$ cat src/rtl/vehicle_acceleration_limiter_defines.svh
// Assertion macros shared by the acceleration limiter RTL.
`ifndef VEHICLE_ACCELERATION_LIMITER_DEFINES_SVH
`define VEHICLE_ACCELERATION_LIMITER_DEFINES_SVH

// Same-cycle implication, sampled on clk, off while arst_n is low.
`define VAL_ASSERT_NOW(name, ante, cons, msg) \
	name: assert property (@(posedge clk) disable iff (!arst_n) (ante) |-> (cons)) \
		else $error(msg);

// Next-cycle implication, sampled on clk, off while arst_n is low.
`define VAL_ASSERT_NEXT(name, ante, cons, msg) \
	name: assert property (@(posedge clk) disable iff (!arst_n) (ante) |=> (cons)) \
		else $error(msg);

`endif

$ cat src/rtl/val_pkg.sv
// Types and constants shared by the acceleration limiter modules.
package val_pkg;

	// Fixed-point constants
	localparam logic [15:0] G_Q10      = 16'd10045;    // 9.81 m/s^2 in Q5.10
	localparam logic [19:0] RPM_K_Q16  = 20'd625823;   // 60/(2*pi) in Q16
	localparam logic [23:0] TORQUE_CAP = 24'hFF_FFFF;
	localparam logic [20:0] T4_SCALE   = 21'd1280000;  // 5000 rpm * 256
	localparam logic [13:0] RPM_P1     = 14'd1350;
	localparam logic [13:0] RPM_P2     = 14'd4600;
	localparam logic [13:0] RPM_P3     = 14'd5000;

	// Configuration register indexes
	localparam int CFG_IDX_W = 3;
	localparam logic [CFG_IDX_W-1:0] CFG_GEAR_COUNT   = 3'd0;
	localparam logic [CFG_IDX_W-1:0] CFG_AXLE_RADIUS  = 3'd1;
	localparam logic [CFG_IDX_W-1:0] CFG_MIN_RPM      = 3'd2;
	localparam logic [CFG_IDX_W-1:0] CFG_MAX_RPM      = 3'd3;
	localparam logic [CFG_IDX_W-1:0] CFG_MAX_TORQUE   = 3'd4;
	localparam logic [CFG_IDX_W-1:0] CFG_MASS         = 3'd5;
	localparam logic [CFG_IDX_W-1:0] CFG_DRAG         = 3'd6;
	localparam logic [CFG_IDX_W-1:0] CFG_ROLLING      = 3'd7;

	// Item opcodes
	localparam logic OP_WRITE_GEAR = 1'b0;
	localparam logic OP_COMPUTE    = 1'b1;

	// Shared multiplier operand widths
	localparam int MUL_A_W = 32;
	localparam int MUL_B_W = 24;
	localparam int MUL_P_W = MUL_A_W + MUL_B_W;

	// Shared divider widths
	localparam int DIV_N_W = 42;
	localparam int DIV_D_W = 22;
	localparam int DIV_C_W = 6;

	typedef struct packed {
		logic               start;
		logic [DIV_N_W-1:0] num;
		logic [DIV_D_W-1:0] den;
		logic [DIV_C_W-1:0] nbits;   // quotient bits to produce
	} div_req_t;

	typedef struct packed {
		logic               done;
		logic [DIV_N_W-1:0] quo;
	} div_rsp_t;

endpackage

$ cat src/rtl/vehicle_acceleration_limiter.sv
// Vehicle acceleration limiter: gear table, sequencer and output register.
// An op 0 item writes one gear ratio when its index is in range, and its all-zero result
// is loaded into the output register from S_DONE once that register is free. An op 1 item
// runs every product but the friction one through one shared 32x24 multiplier and every
// quotient through one bit-serial divider that yields one quotient bit per cycle (33 bits
// for the top-of-curve torque, 20 per gear interpolation, 38 for the wheel term and 34 for
// the drag term). A zero max rpm skips the top-of-curve division. While an item is at work
// in_stall stays high; a finished result sits in the output register and the next item
// may be accepted before it is taken.
`include "vehicle_acceleration_limiter_defines.svh"

module vehicle_acceleration_limiter #(
	parameter int MAX_GEARS = 8
) (
	input  logic                             clk,
	input  logic                             arst_n,
	// input items
	input  logic                             in_valid,
	output logic                             in_stall,
	input  logic                             op,
	input  logic [3:0]                       gear_index,
	input  logic [15:0]                      gear_ratio,
	input  logic                             acting,
	input  logic signed [15:0]               requested_accel,
	input  logic [15:0]                      velocity,
	input  logic [9:0]                       road_friction,
	// result items
	output logic                             out_valid,
	input  logic                             out_stall,
	output logic signed [15:0]               limited_accel,
	output logic signed [15:0]               accel_limit,
	output logic signed [15:0]               decel_limit,
	output logic                             no_usable_gear,
	output logic                             acting_out,
	// configuration writes
	input  logic                             cfg_we,
	input  logic [val_pkg::CFG_IDX_W-1:0]    cfg_index,
	input  logic [15:0]                      cfg_data
);
	import val_pkg::*;

	localparam int IW = $clog2(MAX_GEARS);

	typedef enum logic [4:0] {
		S_IDLE, S_T4_MUL, S_T4_DIV, S_T4_WAIT, S_VA_MUL, S_VA_SAVE,
		S_GEAR_P, S_GEAR_LO, S_GEAR_HI, S_GEAR_RPM, S_INT_DIV, S_INT_WAIT,
		S_TQ_MUL, S_TQ_CMP, S_NEXT_GEAR, S_WHL_LO, S_WHL_HI, S_WHL_DIV,
		S_WHL_WAIT, S_DRG_VV, S_DRG_M, S_DRG_DIV, S_DRG_WAIT, S_DONE
	} state_t;

	// Configuration registers
	logic [3:0]  gear_count_q;
	logic [15:0] axle_q;
	logic [13:0] min_rpm_q;
	logic [13:0] max_rpm_q;
	logic [11:0] max_tq_q;
	logic [15:0] mass_q;
	logic [15:0] drag_q;
	logic [14:0] rolling_q;

	logic [15:0] gear_tbl_q [MAX_GEARS];

	// Sequencer state
	state_t             state_q;
	logic [IW-1:0]      gi_q;
	logic               op_q;
	logic [15:0]        vel_q;
	logic [9:0]         rf_q;
	logic signed [15:0] held_req_q;
	logic               held_act_q;
	logic [23:0]        t4_q;
	logic [31:0]        va_q;
	logic [39:0]        p_q;
	logic [51:0]        lo_q;
	logic [23:0]        ta_q;
	logic               neg_q;
	logic [21:0]        seg_len_q;
	logic [23:0]        tq_q;
	logic [39:0]        best_q;
	logic               found_q;
	logic [37:0]        wheel_q;
	logic signed [15:0] accel_q;

	// Output register
	logic               out_valid_q;
	logic signed [15:0] limited_accel_q;
	logic signed [15:0] accel_limit_q;
	logic signed [15:0] decel_limit_q;
	logic               no_usable_gear_q;
	logic               acting_out_q;

	// Shared units
	logic [MUL_A_W-1:0] mul_a;
	logic [MUL_B_W-1:0] mul_b;
	logic [MUL_P_W-1:0] prod;
	div_req_t           dreq;
	div_rsp_t           drsp;

	val_mul u_mul (
		.clk (clk),
		.a   (mul_a),
		.b   (mul_b),
		.p   (prod)
	);

	val_div u_div (
		.clk    (clk),
		.arst_n (arst_n),
		.req    (dreq),
		.rsp    (drsp)
	);

	logic        accept;
	logic [4:0]  gcnt;
	logic        last_gear;
	logic [15:0] ratio;
	logic [15:0] mass1;
	logic        idx_ok;

	assign accept    = in_valid && !in_stall;
	assign in_stall  = (state_q != S_IDLE);
	assign gcnt      = ({1'b0, gear_count_q} > 5'(MAX_GEARS)) ? 5'(MAX_GEARS)
	                                                          : {1'b0, gear_count_q};
	assign last_gear = (5'(gi_q) + 5'd1) >= gcnt;
	assign ratio     = gear_tbl_q[gi_q];
	assign mass1     = (mass_q == '0) ? 16'd1 : mass_q;
	assign idx_ok    = (gear_index != 4'd0) && ({1'b0, gear_index} <= 5'(MAX_GEARS));

	// Engine speed and torque curve segment for the current gear
	logic [59:0] rpm_sum;
	logic [23:0] rpm;
	logic [23:0] s0, s1, s3, s4;
	logic [23:0] t0, t1;
	logic        out_rng;
	logic        use_int;
	logic [23:0] direct_tq;
	logic [23:0] ta, tb, sa, sb;
	logic [24:0] tdiff;
	logic        tneg;
	logic [23:0] tmag;
	logic [23:0] span;
	logic [23:0] seg_len;

	always_comb begin
		rpm_sum   = {prod[27:0], 32'b0} + 60'(lo_q);
		rpm       = rpm_sum[59:36];
		s0        = {2'b0, min_rpm_q, 8'b0};
		s1        = {2'b0, RPM_P1, 8'b0};
		s3        = {2'b0, RPM_P3, 8'b0};
		s4        = {2'b0, max_rpm_q, 8'b0};
		t0        = 24'({max_tq_q, 7'b0});
		t1        = 24'({max_tq_q, 8'b0});
		out_rng   = (rpm > s4) || (rpm < s0);
		use_int   = 1'b0;
		direct_tq = t1;
		ta        = t0;
		tb        = t1;
		sa        = s0;
		sb        = s1;
		if (rpm <= s0) begin
			direct_tq = t0;
		end else if (rpm >= s4) begin
			direct_tq = t4_q;
		end else if (rpm <= s1) begin
			use_int = 1'b1;
		end else if (rpm <= s3) begin
			// flat middle of the curve, including the point at 4600 rpm
			direct_tq = t1;
		end else begin
			use_int = 1'b1;
			ta      = t1;
			tb      = t4_q;
			sa      = s3;
			sb      = s4;
		end
		tdiff   = {1'b0, tb} - {1'b0, ta};
		tneg    = tdiff[24];
		tmag    = tneg ? 24'(-tdiff) : tdiff[23:0];
		span    = rpm - sa;
		seg_len = sb - sa;
	end

	// Wheel torque product reduced by 2^18
	logic [55:0] whl_sum;
	assign whl_sum = {prod[23:0], 32'b0} + 56'(lo_q[47:0]);

	// Interpolation result, clamped to the torque range
	logic [25:0] int_res;
	logic [23:0] int_tq;
	always_comb begin
		if (neg_q) begin
			int_res = {2'b0, ta_q} - {2'b0, drsp.quo[23:0]};
		end else begin
			int_res = {2'b0, ta_q} + {2'b0, drsp.quo[23:0]};
		end
		if (int_res[25]) begin
			int_tq = '0;
		end else if (int_res[24]) begin
			int_tq = TORQUE_CAP;
		end else begin
			int_tq = int_res[23:0];
		end
	end

	// Upper limit from wheel, rolling and drag terms, saturated
	logic signed [40:0] acc_full;
	logic signed [15:0] acc_sat;
	always_comb begin
		acc_full = $signed(41'(wheel_q)) - $signed(41'(rolling_q))
		         - $signed(41'(drsp.quo[33:0]));
		if (acc_full > 41'sd32767) begin
			acc_sat = 16'sd32767;
		end else if (acc_full < -41'sd32768) begin
			acc_sat = -16'sd32768;
		end else begin
			acc_sat = acc_full[15:0];
		end
	end

	// Result fields for a compute item
	logic [23:0]        dprod;
	logic [16:0]        dmag;
	logic signed [15:0] decel_v;
	logic signed [15:0] accel_v;
	logic signed [15:0] lim_v;
	always_comb begin
		dprod   = 24'(rf_q) * 24'(G_Q10);
		dmag    = 17'(dprod[23:8]);
		decel_v = (dmag > 17'd32768) ? -16'sd32768 : 16'(-dmag);
		accel_v = found_q ? accel_q : $signed(G_Q10);
		lim_v   = held_req_q;
		if (lim_v > accel_v) begin
			lim_v = accel_v;
		end
		if (lim_v < decel_v) begin
			lim_v = decel_v;
		end
	end

	// Operands of the shared multiplier per state
	always_comb begin
		mul_a = '0;
		mul_b = '0;
		case (state_q)
			S_T4_MUL: begin
				mul_a = MUL_A_W'(max_tq_q);
				mul_b = MUL_B_W'(T4_SCALE);
			end
			S_VA_MUL: begin
				mul_a = MUL_A_W'(vel_q);
				mul_b = MUL_B_W'(axle_q);
			end
			S_GEAR_P: begin
				mul_a = va_q;
				mul_b = MUL_B_W'(ratio);
			end
			S_GEAR_LO: begin
				mul_a = prod[31:0];
				mul_b = MUL_B_W'(RPM_K_Q16);
			end
			S_GEAR_HI: begin
				mul_a = MUL_A_W'(p_q[39:32]);
				mul_b = MUL_B_W'(RPM_K_Q16);
			end
			S_GEAR_RPM: begin
				mul_a = MUL_A_W'(tmag);
				mul_b = span;
			end
			S_TQ_MUL: begin
				mul_a = MUL_A_W'(tq_q);
				mul_b = MUL_B_W'(ratio);
			end
			S_WHL_LO: begin
				mul_a = best_q[31:0];
				mul_b = MUL_B_W'(axle_q);
			end
			S_WHL_HI: begin
				mul_a = MUL_A_W'(best_q[39:32]);
				mul_b = MUL_B_W'(axle_q);
			end
			S_DRG_VV: begin
				mul_a = MUL_A_W'(vel_q);
				mul_b = MUL_B_W'(vel_q);
			end
			S_DRG_M: begin
				mul_a = prod[31:0];
				mul_b = MUL_B_W'(drag_q);
			end
			default: begin
				mul_a = '0;
				mul_b = '0;
			end
		endcase
	end

	// Divider requests per state
	always_comb begin
		dreq = '0;
		case (state_q)
			S_T4_DIV: begin
				dreq.start = (max_rpm_q != '0);
				dreq.num   = DIV_N_W'(prod[32:0]);
				dreq.den   = DIV_D_W'(max_rpm_q);
				dreq.nbits = DIV_C_W'(33);
			end
			S_INT_DIV: begin
				dreq.start = 1'b1;
				dreq.num   = prod[DIV_N_W-1:0];
				dreq.den   = seg_len_q;
				dreq.nbits = DIV_C_W'(20);
			end
			S_WHL_DIV: begin
				dreq.start = 1'b1;
				dreq.num   = DIV_N_W'(whl_sum[55:18]);
				dreq.den   = DIV_D_W'(mass1);
				dreq.nbits = DIV_C_W'(38);
			end
			S_DRG_DIV: begin
				dreq.start = 1'b1;
				dreq.num   = DIV_N_W'(prod[47:14]);
				dreq.den   = DIV_D_W'(mass1);
				dreq.nbits = DIV_C_W'(34);
			end
			default: begin
				dreq = '0;
			end
		endcase
	end

	// Configuration port
	always_ff @(posedge clk or negedge arst_n) begin
		if (!arst_n) begin
			gear_count_q <= 4'd1;
			axle_q       <= 16'd1024;
			min_rpm_q    <= 14'd800;
			max_rpm_q    <= 14'd6000;
			max_tq_q     <= 12'd250;
			mass_q       <= 16'd1500;
			drag_q       <= 16'd205;
			rolling_q    <= 15'd100;
		end else if (cfg_we) begin
			case (cfg_index)
				CFG_GEAR_COUNT:  gear_count_q <= cfg_data[3:0];
				CFG_AXLE_RADIUS: axle_q       <= cfg_data;
				CFG_MIN_RPM:     min_rpm_q    <= cfg_data[13:0];
				CFG_MAX_RPM:     max_rpm_q    <= cfg_data[13:0];
				CFG_MAX_TORQUE:  max_tq_q     <= cfg_data[11:0];
				CFG_MASS:        mass_q       <= cfg_data;
				CFG_DRAG:        drag_q       <= cfg_data;
				CFG_ROLLING:     rolling_q    <= cfg_data[14:0];
				default: begin
				end
			endcase
		end
	end

	// Gear ratio table, written by op 0 items
	always_ff @(posedge clk) begin
		if (accept && (op == OP_WRITE_GEAR) && idx_ok) begin
			gear_tbl_q[IW'(gear_index - 4'd1)] <= gear_ratio;
		end
	end

	// Sequencer and output register
	always_ff @(posedge clk or negedge arst_n) begin
		if (!arst_n) begin
			state_q     <= S_IDLE;
			gi_q        <= '0;
			op_q        <= OP_WRITE_GEAR;
			found_q     <= 1'b0;
			held_req_q  <= '0;
			held_act_q  <= 1'b0;
			out_valid_q <= 1'b0;
		end else begin
			// S_DONE keeps or reloads the output itself
			if (out_valid_q && !out_stall && (state_q != S_DONE)) begin
				out_valid_q <= 1'b0;
			end
			case (state_q)
				S_IDLE: begin
					if (accept) begin
						op_q    <= op;
						vel_q   <= velocity;
						rf_q    <= road_friction;
						gi_q    <= '0;
						found_q <= 1'b0;
						if (op == OP_COMPUTE) begin
							held_act_q <= acting;
							if (acting) begin
								held_req_q <= requested_accel;
							end
							state_q <= S_T4_MUL;
						end else begin
							state_q <= S_DONE;
						end
					end
				end
				S_T4_MUL: state_q <= S_T4_DIV;
				S_T4_DIV: begin
					if (max_rpm_q == '0) begin
						t4_q    <= t1;
						state_q <= S_VA_MUL;
					end else begin
						state_q <= S_T4_WAIT;
					end
				end
				S_T4_WAIT: begin
					if (drsp.done) begin
						t4_q    <= (drsp.quo[41:24] != '0) ? TORQUE_CAP : drsp.quo[23:0];
						state_q <= S_VA_MUL;
					end
				end
				S_VA_MUL: state_q <= S_VA_SAVE;
				S_VA_SAVE: begin
					va_q    <= prod[31:0];
					state_q <= (gcnt == '0) ? S_DONE : S_GEAR_P;
				end
				S_GEAR_P: state_q <= S_GEAR_LO;
				S_GEAR_LO: begin
					p_q <= prod[39:0];
					// over speed: product at or beyond 2^40
					state_q <= (prod[47:40] != '0) ? S_NEXT_GEAR : S_GEAR_HI;
				end
				S_GEAR_HI: begin
					lo_q    <= prod[51:0];
					state_q <= S_GEAR_RPM;
				end
				S_GEAR_RPM: begin
					ta_q      <= ta;
					neg_q     <= tneg;
					seg_len_q <= seg_len[21:0];
					tq_q      <= direct_tq;
					if (out_rng) begin
						state_q <= S_NEXT_GEAR;
					end else if (use_int) begin
						state_q <= S_INT_DIV;
					end else begin
						state_q <= S_TQ_MUL;
					end
				end
				S_INT_DIV: state_q <= S_INT_WAIT;
				S_INT_WAIT: begin
					if (drsp.done) begin
						tq_q    <= int_tq;
						state_q <= S_TQ_MUL;
					end
				end
				S_TQ_MUL: state_q <= S_TQ_CMP;
				S_TQ_CMP: begin
					if (!found_q || (prod[39:0] > best_q)) begin
						best_q <= prod[39:0];
					end
					found_q <= 1'b1;
					state_q <= S_NEXT_GEAR;
				end
				S_NEXT_GEAR: begin
					if (last_gear) begin
						state_q <= found_q ? S_WHL_LO : S_DONE;
					end else begin
						gi_q    <= gi_q + IW'(1);
						state_q <= S_GEAR_P;
					end
				end
				S_WHL_LO: state_q <= S_WHL_HI;
				S_WHL_HI: begin
					lo_q    <= 52'(prod[47:0]);
					state_q <= S_WHL_DIV;
				end
				S_WHL_DIV: state_q <= S_WHL_WAIT;
				S_WHL_WAIT: begin
					if (drsp.done) begin
						wheel_q <= drsp.quo[37:0];
						state_q <= S_DRG_VV;
					end
				end
				S_DRG_VV:  state_q <= S_DRG_M;
				S_DRG_M:   state_q <= S_DRG_DIV;
				S_DRG_DIV: state_q <= S_DRG_WAIT;
				S_DRG_WAIT: begin
					if (drsp.done) begin
						accel_q <= acc_sat;
						state_q <= S_DONE;
					end
				end
				S_DONE: begin
					if (!out_valid_q || !out_stall) begin
						out_valid_q <= 1'b1;
						if (op_q == OP_COMPUTE) begin
							limited_accel_q  <= lim_v;
							accel_limit_q    <= accel_v;
							decel_limit_q    <= decel_v;
							no_usable_gear_q <= !found_q;
							acting_out_q     <= held_act_q;
						end else begin
							limited_accel_q  <= '0;
							accel_limit_q    <= '0;
							decel_limit_q    <= '0;
							no_usable_gear_q <= 1'b0;
							acting_out_q     <= 1'b0;
						end
						state_q <= S_IDLE;
					end
				end
				default: state_q <= S_IDLE;
			endcase
		end
	end

	assign out_valid      = out_valid_q;
	assign limited_accel  = limited_accel_q;
	assign accel_limit    = accel_limit_q;
	assign decel_limit    = decel_limit_q;
	assign no_usable_gear = no_usable_gear_q;
	assign acting_out     = acting_out_q;

	`VAL_ASSERT_NEXT(a_busy_after_item, accept, in_stall, "item accepted but block not busy")
	`VAL_ASSERT_NOW(a_decel_nonpos, out_valid_q, decel_limit_q <= 16'sd0, "decel limit positive")
	`VAL_ASSERT_NOW(a_no_gear_is_g, out_valid_q && no_usable_gear_q, accel_limit_q == $signed(G_Q10), "no gear but limit is not g")
	`VAL_ASSERT_NOW(a_lim_floor, out_valid_q, limited_accel_q >= decel_limit_q, "result below decel limit")

endmodule

$ cat src/rtl/val_mul.sv
// Shared unsigned multiplier with a registered product.
module val_mul (
	input  logic                         clk,
	input  logic [val_pkg::MUL_A_W-1:0]  a,
	input  logic [val_pkg::MUL_B_W-1:0]  b,
	output logic [val_pkg::MUL_P_W-1:0]  p
);
	import val_pkg::*;

	logic [MUL_P_W-1:0] p_q;

	// One product per cycle, read by the sequencer in the following state
	always_ff @(posedge clk) begin
		p_q <= MUL_P_W'(a) * MUL_P_W'(b);
	end

	assign p = p_q;

endmodule

$ cat src/rtl/val_div.sv
// Bit-serial restoring divider, one quotient bit per cycle.
`include "vehicle_acceleration_limiter_defines.svh"

module val_div (
	input  logic               clk,
	input  logic               arst_n,
	input  val_pkg::div_req_t  req,
	output val_pkg::div_rsp_t  rsp
);
	import val_pkg::*;

	logic [DIV_D_W-1:0] rem_q;
	logic [DIV_D_W-1:0] den_q;
	logic [DIV_N_W-1:0] num_q;
	logic [DIV_N_W-1:0] quo_q;
	logic [DIV_C_W-1:0] cnt_q;
	logic               busy_q;
	logic               done_q;

	logic [DIV_D_W:0]   trial;
	logic               fits;
	logic [DIV_D_W:0]   diff;

	// Trial subtract of the divisor from the shifted partial remainder
	always_comb begin
		trial = {rem_q, num_q[DIV_N_W-1]};
		fits  = trial >= {1'b0, den_q};
		diff  = trial - {1'b0, den_q};
	end

	// Control and datapath registers
	always_ff @(posedge clk or negedge arst_n) begin
		if (!arst_n) begin
			busy_q <= 1'b0;
			done_q <= 1'b0;
			cnt_q  <= '0;
		end else begin
			done_q <= busy_q && (cnt_q == DIV_C_W'(1));
			if (req.start) begin
				busy_q <= 1'b1;
				cnt_q  <= req.nbits;
			end else if (busy_q) begin
				cnt_q <= cnt_q - DIV_C_W'(1);
				if (cnt_q == DIV_C_W'(1)) begin
					busy_q <= 1'b0;
				end
			end
		end
	end

	always_ff @(posedge clk) begin
		if (req.start) begin
			// leading bits above the quotient width are already below the divisor
			rem_q <= DIV_D_W'(req.num >> req.nbits);
			num_q <= req.num << (DIV_C_W'(DIV_N_W) - req.nbits);
			den_q <= req.den;
			quo_q <= '0;
		end else if (busy_q) begin
			rem_q <= fits ? diff[DIV_D_W-1:0] : trial[DIV_D_W-1:0];
			num_q <= {num_q[DIV_N_W-2:0], 1'b0};
			quo_q <= {quo_q[DIV_N_W-2:0], fits};
		end
	end

	assign rsp.done = done_q;
	assign rsp.quo  = quo_q;

	`VAL_ASSERT_NOW(a_div_start_idle, req.start, !busy_q, "divider restarted while busy")
	`VAL_ASSERT_NOW(a_div_cnt_live, busy_q, cnt_q != '0, "divider busy with no bits left")
	`VAL_ASSERT_NEXT(a_div_done_pulse, done_q, !done_q && !busy_q, "divider done not a pulse")

endmodule

$ cat config.mk
export PLATFORM = sky130hd
export DESIGN_NAME = vehicle_acceleration_limiter
export DESIGN_NICKNAME = d
export VERILOG_FILES = /design/src/rtl/val_pkg.sv /design/src/rtl/vehicle_acceleration_limiter.sv /design/src/rtl/val_mul.sv /design/src/rtl/val_div.sv
export VERILOG_INCLUDE_DIRS = /design/src /design/src/rtl
export SDC_FILE = /design/constraint.sdc
export NUM_CORES = 2
export LEC_CHECK = 0
export ABC_CLOCK_PERIOD_IN_PS = 17700
export CAP_MARGIN = 20
export CELL_PAD_IN_SITES_DETAIL_PLACEMENT = 1
export CELL_PAD_IN_SITES_GLOBAL_PLACEMENT = 2
export CORE_MARGIN = 3
export CORE_UTILIZATION = 30
export CTS_CLUSTER_SIZE = 24
export DETAILED_ROUTE_END_ITERATION = 16
export DONT_BUFFER_PORTS = 1
export PLACE_DENSITY = 0.58
export SYNTH_ARGS = -nofsm -noshare
export SYNTH_HDL_FRONTEND = slang
export SYNTH_SLANG_ARGS = --single-unit
$ cat constraint.sdc
create_clock -name clk -period 17.7 [get_ports clk]
set_input_delay 1.77 -clock clk [delete_from_list [all_inputs] [get_ports clk]]
set_output_delay 1.77 -clock clk [all_outputs]
set_load 0.02 [all_outputs]
==> metrics <==
status=completed; final WL=approximately 280 mm; largest net degree at the start of global routing=around 150; DRT antenna net count=0; Post-synth EDFFs=534; total CTS buffers=95; Post-synth ARST share=~19%; Worst Path Arrival=17.56 ns; Synth top area share=a little under a quarter; Worst-Margin Slew=1.176 ns; Reg clk slew, reported paths=0.06 ns; Yosys cell types=around 110; CTS H-tree lvls=3; # hold bufs at CTS=0; final-report max-slew violation count=0; Synth top cells by count=inv_1, nand2_1, fa_1; IO Pins=between 100 and 150; sequential share of power=around 17%; Seq. cell area=roughly 22000 um2; Crit Path Max Fanout=21; Clk pwr share=around an eighth; Final setup viols=0; final period utilization=95.44%; Switching Fraction=around 55%; Critical Setup Path Class=register to register; Synth area leaders=edfxtp_1, fa_1, ha_1; clk root buf=clkbuf_16; Die Ht=~490 um; Routability Congestion=roughly 0.9; chip width=roughly 490 um; number of I/O port buffers=0; worst clock skew=0.09995 ns; Startpoint Class=register; #FFs+latches synth=between 700 and 800; vias in the first global route=between 50000 and 60000; Hold Crit Depth=1; Critical Path RT=approximately 18 ns; worst-skew pair later-pin latency=about 0.79 ns; hold crit path type=register to register; post-DR wirelength/cell=between 20 and 30 um; Fill cells=about 26000; CTS tree=built; unrepaired setup endpoints after global routing=false; min cycle time layout=roughly 17 ns; leakage=approximately 34 nW; area leader, netlist=edfxtp_1; FF-to-FF path depth=a little over 60; f_max=just under 60 MHz; 1st-pass router iterations=7; GR Overflow Total=0; share of cells above drive strength 1=9.446%; Area Overhead vs Synth=12.03%; Max VDD drop=0.1397 mV; Top FF cell, synth=edfxtp_1; Multi-input gate area=roughly 44000 um2; post-layout util=33.97%; Iteration-0 DRC Markers=~3700; Clock Tree Buf Depth=3; Starting Density=slightly above 30%; setup_tns=0 ns; Internal=roughly 7.6 mW; average cell area after synthesis=9.653 um2; post-synthesis sequential area ratio=about 31%; Slew HR=a little over a fifth; final hold violation count=0; synthesized area=70190 um2; CP dominant cell by count=ha_1; Yosys warning count=0; die area=between 200000 and 250000 um2; Vias=approximately 54000; count leader, synth=inv_1; row count=~180; first-pass GRT wire length=a little over 400 mm; DP HPWL=~220 mm; Comb power frac=between 70% and 80%; DRC violations left=0; gr usage total=a little under a quarter; CTS sink cnt=771; Largest stage delay, worst path=slightly below 0.9 ns; core area=between 200000 and 250000 um2; Psw=around 9 mW; Max-cap violations=0; drt via density=5.154; Post-Synthesis Cells=between 7000 and 8000; antenna violations before repair=35; power per cell area=approximately 210 nW/um2; CP endpoint kind=register; Nets=about 8600; Slowest cell on crit path=o21ai_2
==> path summary, 6_finish.rpt <==
check / start / endpoint / slack, ns
setup / recovery: lo_q[32] / u_mul.p[47] / 0.81
hold / removal: held_act_q / held_act_q / 0.50
setup reg to reg: lo_q[32] / u_mul.p[47] / 0.81
hold reg to reg: held_act_q / held_act_q / 0.50
max in group asynchronous: arst_n / drag_q[0] / 16.56
min in group asynchronous: arst_n / gear_count_q[3] / 0.73
==> sequential cells by signal, summed over array words and instances, names as in the netlist, 15 cells and up <==
name / cells
u_div.num_q: 42
limited_accel: 16
u_div.den_q: 22
rolling_q: 15
held_req_q: 16
t4_q: 24
wheel_q: 38
best_q: 40
decel_limit: 16
drag_q: 16
vel_q: 16
gear_tbl_q: 128
accel_limit: 16
lo_q: 34
accel_q: 16
tq_q: 24
va_q: 32
axle_q: 16
u_mul.p: 52
u_div.quo_q: 42
u_div.rem_q: 22
mass_q: 16
==> power by group through the flow <==
| stage | Clock, mW | Combinational (mW) | Sequential, mW |
|---|---|---|---|
| after floorplan | 0 | 7.26 | 2.66 |
| after global placement | 0 | 11.8 | 2.84 |
| after CTS | 2.04 | 12.0 | 2.82 |
| final | 1.98 | 12.0 | 2.82 |
| after detailed placement | 0 | 11.9 | 2.85 |
| after global routing | 2.11 | 13.2 | 2.85 |
==> critical path, delay by kind of cell, from the launching register on <==
family	cells	cell delay, ns
compound gates	25	6.50
xor+xnor	2	0.44
fa+ha+maj	13	4.75
buf+inv	9	1.59
flops	1	0.36
simple gates	13	3.02
==> cell type report <==
cell class | instances | area share [%]
inverters | 1104 | 5.278
diodes | 37 | 0.1178
clock buffers | 131 | 3.337
clock inverters | 48 | 0.6906
repair buffers | 232 | 2.373
well taps | 3115 | 4.957
multi-input cells | 5114 | 55.85
flip-flops and latches | 771 | 27.39
==> layout by cell type (no fill, tap or decap), drive strengths merged, types with 110 or more instances in the layout <==
cell / count
xnor2: 157
ha: 490
mux2: 114
o21ai: 291
and2: 162
inv: 1104
nand2: 957
edfxtp: 534
dfrtp: 110
fa: 700
clkbuf: 131
a21oi: 346
buf: 231
nor2: 440
==> per-stage QoR <==
step / power [mW] / instance area (um2) / hold WS (ns) / setup WS, ns / instances
after detailed placement: 14.80 / 75190 / 0.4774 / 0.1837 / 10327
after floorplan: 9.919 / 70330 / 0.4064 / 2.753 / 7308
after global placement: 14.63 / 75130 / 0.4531 / 0.1416 / 10323
final: 16.79 / 78630 / 0.4978 / 0.8080 / 10552
after CTS: 16.89 / 78360 / 0.4909 / 0.1023 / 10506
after global routing: 18.19 / 78590 / 0.4936 / 0.07682 / 10538
==> cells by family after synthesis <==
| logic type | after synthesis | synth area share [%] |
|---|---|---|
| other cells | 2 | 0.01070 |
| xor+xnor | 242 | 3.039 |
| mux | 217 | 3.868 |
| flops | 771 | 30.68 |
| simple gates | 2143 | 14.01 |
| compound gates | 1281 | 12.00 |
| buf+inv | 1423 | 7.651 |
| fa+ha+maj | 1192 | 28.73 |
==> routing by layer <==
| metal | share of wire [%] | vias up | track usage, % |
|---|---|---|---|
| met4 | 3.4 | 12 | 7.749 |
| met3 | 4.5 | 307 | 3.089 |
| met1 | 46 | 28384 | 32.43 |
| met5 | 0.028 | - | 0 |
| met2 | 46 | 1200 | 37.49 |
| li1 | - | 24479 | - |
==> repair_timing <==
action | CTS | global route
endpoints found under the setup margin | 0 | 20
gates resized for setup | 0 | 11
setup buffers | 0 | 7
No activity file was read; power rests on OpenSTA's default activity.
